**config.mk**
```make
export PLATFORM = sky130hd
export DESIGN_NAME = mbe_merge
export DESIGN_NICKNAME = d
export VERILOG_FILES = /design/src/sv/mbe_pkg.sv /design/src/sv/mbe_merge.sv
export SDC_FILE = /design/constraint.sdc
export NUM_CORES = 1
export LEC_CHECK = 0
export BUFFER_PORTS_ARGS = -buffer_cell sky130_fd_sc_hd__buf_2
export CORE_ASPECT_RATIO = 0.9
export CORE_MARGIN = 2
export CORE_UTILIZATION = 39
export CTS_CLUSTER_DIAMETER = 80
export DETAILED_ROUTE_END_ITERATION = 8
export GPL_TIMING_DRIVEN = 0
export PLACE_DENSITY_LB_ADDON = 0.15
export REMOVE_ABC_BUFFERS = 1
export SETUP_SLACK_MARGIN = 0.3
export SLEW_MARGIN = 20
export SYNTH_ARGS = -nofsm -noshare
export SYNTH_HDL_FRONTEND = slang
export SYNTH_SLANG_ARGS = --single-unit
```
**constraint.sdc**
```tcl
create_clock -name clk -period 1.4 [get_ports clk]
set_clock_uncertainty 0.05 [all_clocks]
set_input_delay 0.07 -clock clk [delete_from_list [all_inputs] [get_ports clk]]
set_output_delay 0.07 -clock clk [all_outputs]
set_load 0.02 [all_outputs]
```
**src/sv/mbe_pkg.sv**
```systemverilog
// shared types, constants and fixed-point helpers for the mandelbrot escape block
package mbe_pkg;

  localparam int LANES = 4;

  localparam logic signed [31:0] RST_REAL_START = -32'sd37748736;
  localparam logic signed [31:0] RST_REAL_STEP  = 32'sd78643;
  localparam logic signed [31:0] RST_IMAG_START = 32'sd18790482;
  localparam logic signed [31:0] RST_IMAG_STEP  = -32'sd78294;

  localparam logic signed [32:0] ESC_LIMIT = 33'sh4000000;

  typedef enum logic [1:0] {
    REG_REAL_START = 2'd0,
    REG_REAL_STEP  = 2'd1,
    REG_IMAG_START = 2'd2,
    REG_IMAG_STEP  = 2'd3
  } mbe_reg_t;

  typedef struct packed {
    logic coord;
    logic csum;
    logic ph0;
    logic eval;
    logic ph1;
    logic ph2;
  } mbe_cmd_t;

  function automatic logic signed [31:0] sat34(input logic signed [33:0] v);
    if ((&v[33:31]) || !(|v[33:31])) return v[31:0];
    return v[33] ? 32'sh8000_0000 : 32'sh7fff_ffff;
  endfunction

  function automatic logic signed [31:0] qfloor(input logic signed [63:0] p);
    if ((&p[63:55]) || !(|p[63:55])) return p[55:24];
    return p[63] ? 32'sh8000_0000 : 32'sh7fff_ffff;
  endfunction

endpackage

```
**src/sv/mbe_merge.sv**
```systemverilog
// merging stage: all-lanes-escaped detection and grey colour output register
module mbe_merge #(
  parameter int CNT_W = 8
) (
  input  logic                                   clk,
  input  logic                                   rst_n,
  input  logic                                   emit,
  input  logic [mbe_pkg::LANES-1:0]              done,
  input  logic [mbe_pkg::LANES-1:0][CNT_W-1:0]   cnt,
  output logic                                   all_done,
  output logic                                   out_valid,
  output logic [mbe_pkg::LANES-1:0][23:0]        colour
);

  logic                                  valid_r;
  logic [mbe_pkg::LANES-1:0][23:0]       colour_r;

  assign all_done = &done;

  always_ff @(posedge clk) begin
    if (!rst_n) begin
      valid_r <= 1'b0;
    end else begin
      valid_r <= emit;
    end
  end

  always_ff @(posedge clk) begin
    if (emit) begin
      for (int k = 0; k < mbe_pkg::LANES; k++) begin
        colour_r[k] <= {3{8'(cnt[k])}};
      end
    end
  end

  assign out_valid = valid_r;
  assign colour    = colour_r;

endmodule

```
==> impl_metrics.ini <==
[cells_and_area]
layout-drive-gt1-share_pct = 66.5
n_fill_cell = 314
area_delta_synth_final_pct = 45.3
final_nets = 250
postLayoutCellArea_um2 = 2140
diodes = 0

[critical_path]
worstSetupPathType = reg2out
cpPeakStageDelay_ns = 0.42
path_buf_inv = 1
worstPathCellList = buf_2
required_ns = 1.28
critPathLaunchType = register
slowest_stage = edfxtp_1
path_max_fanout = 3
worstSetupEndpointType = output port
arrival_ns = 0.87
crit_family = flip-flops

[clock_network]
cts.sinks = 33
cts_tree = yes
clockBufferDepth = 2
numCtsBuffers = 5
root_buffer = clkbuf_8
clk_pin_slew_ns = 0.06
cts_resized = 0
htree_num_levels = 2

[sta]
worst_pin_slew_ns = 0.690
maxSlewHeadroom_pct = 54.0
final_max_slew_viol_count = 0
min_period_ns = 0.994
rsz0062_at_grt = false
fmax_mhz = 1010
setup-violations-final = 0
fin_crit_sh_pct = 71.0
finalHoldViolCount = 0
setup_tns_ns = 0

[global_route]
met1_usage_pct = 11.9
grt_antenna_before_repair = 0
use_met2_pct = 25.8
grt_max_degree = 34
gr-usage-all-layers_pct = 13.5
overflow = 0
use_met3_pct = 4.32
top_usage_layer = met2
grt_pass1_wl_um = 4160
grt_pass1_vias = 932

[detailed_routing]
first_iter_violations = 18
routed_wl_um = 2840
wl_per_cell_um = 11.0
drc = 0
routed_via_density = 3.88
ant_nets = 0
vias = 1000
dr.pass1.iters = 2

[floorplanning]
start_util_pct = 40.1
die_w_um = 68.9
core-area_um2 = 3680
pin_count = 137
fp.dieH_um = 62.4
die_area_um2 = 4290
num_rows = 21

[logic_synthesis]
synth_cells = 99
yosysSeqAreaShare_pct = 66.4
ys_ff_latch = 33
synth_top_family_by_area = buffers and inverters
synth-compound-area-share_pct = 0
synth_adder_area_share_pct = 0
yosys.area_share.simple_pct = 1.02
synth_warnings = 0
syn-cell-area_um2 = 1480
synth.area.mux_share_pct = 0
synth_cell_type_count = 5
synth_xor_area_share_pct = 0
avgSynthCellArea_um2 = 14.9

[power]
p_per_area_nw_per_um2 = 1170
p_leak_nw = 1.04
ir_drop_mv = 0.585

[place]
port_buffers = 136
placed_area_um2 = 1730
gp_congestion = 0.741

[min_path]
worstHoldStart = emit
min_path_cells = 1
hold-path-endpoint = colour[44]
hold_path.class = in2reg

[run]
cap_violations = 0

[run_status]
status = complete, no violations
[cell usage after synthesis]
| cell | instances | area share [%] |
|---|---|---|
| dfxtp_1 | 1 | 1.4 |
| and2_1 | 1 | 0.42 |
| edfxtp_1 | 32 | 65 |
| and4_1 | 1 | 0.59 |
| buf_4 | 64 | 33 |
[layer usage]
layer | vias to the layer above | wire length, um
met5 | - | 0
li1 | 490 | -
met3 | 2 | 271
met4 | 0 | 27
met1 | 444 | 928
met2 | 64 | 1620
[report_power, final]
part           internal, mW  switching (mW)
combinational         0.240           0.396
sequential             1.17          0.0444
clock                 0.352           0.293
[layout make-up]
type / count / area (um2) / share of cell area [%]
timing repair buffer: 169 / 1010 / 47.1
clock buffer: 8 / 80.1 / 3.73
multi-input combinational: 2 / 15.0 / 0.700
tap: 46 / 57.6 / 2.68
sequential: 33 / 981 / 45.7
[flip-flops by register name, summed over array words and instances, names as in the netlist]
name and flops:
out_valid 1, colour 32
[repair_timing]
action | CTS | global route
hold buffers | 33 | 0
buffers inserted | 0 | 0
hold endpoints to repair | 33 | 0
[stage by stage]
| stage | setup slack [ns] | util [%] | total power [mW] | instances | hold slack, ns |
|---|---|---|---|---|---|
| after floorplan | 0.618 | - | 1.54 | 35 | 0.119 |
| after global placement | 0.340 | 47.1 | 1.81 | 217 | 0.196 |
| after detailed placement | 0.336 | 47.1 | 1.81 | 217 | 0.198 |
| after CTS | 0.392 | 58.3 | 2.52 | 258 | 0.341 |
| after global routing | 0.355 | 58.3 | 2.63 | 258 | 0.373 |
| final | 0.406 | 58.3 | 2.50 | 258 | 0.335 |
[cells by family after synthesis]
| kind of cell | after synthesis |
|---|---|
| AND/OR/NAND/NOR | 2 |
| buffers and inverters | 64 |
| flip-flops | 33 |
[placed cells by master, fill, tap and decap left out]
cell	synthesis	routed
buf_2	0	136
dlygate4sd3_1	0	33
edfxtp_1	32	32
clkbuf_8	0	5
clkbuf_1	0	3
and4_1	1	1
and2_1	1	1
dfxtp_1	1	1
[worst max-delay path by stage]
stage / start / endpoint / slack (ns) / depth (start not counted)
3_5_place_dp: emit / colour[45] / 0.34 / 1
6_report: colour[70] / colour[70] / 0.41 / 1
5_1_grt: colour[70] / colour[54] / 0.35 / 1
4_1_cts: colour[43] / colour[27] / 0.39 / 1
2_1_floorplan: colour[16] / colour[0] / 0.62 / 0
3_3_place_gp: emit / colour[39] / 0.34 / 1
Note: power is estimated with default switching activity, not from simulation.
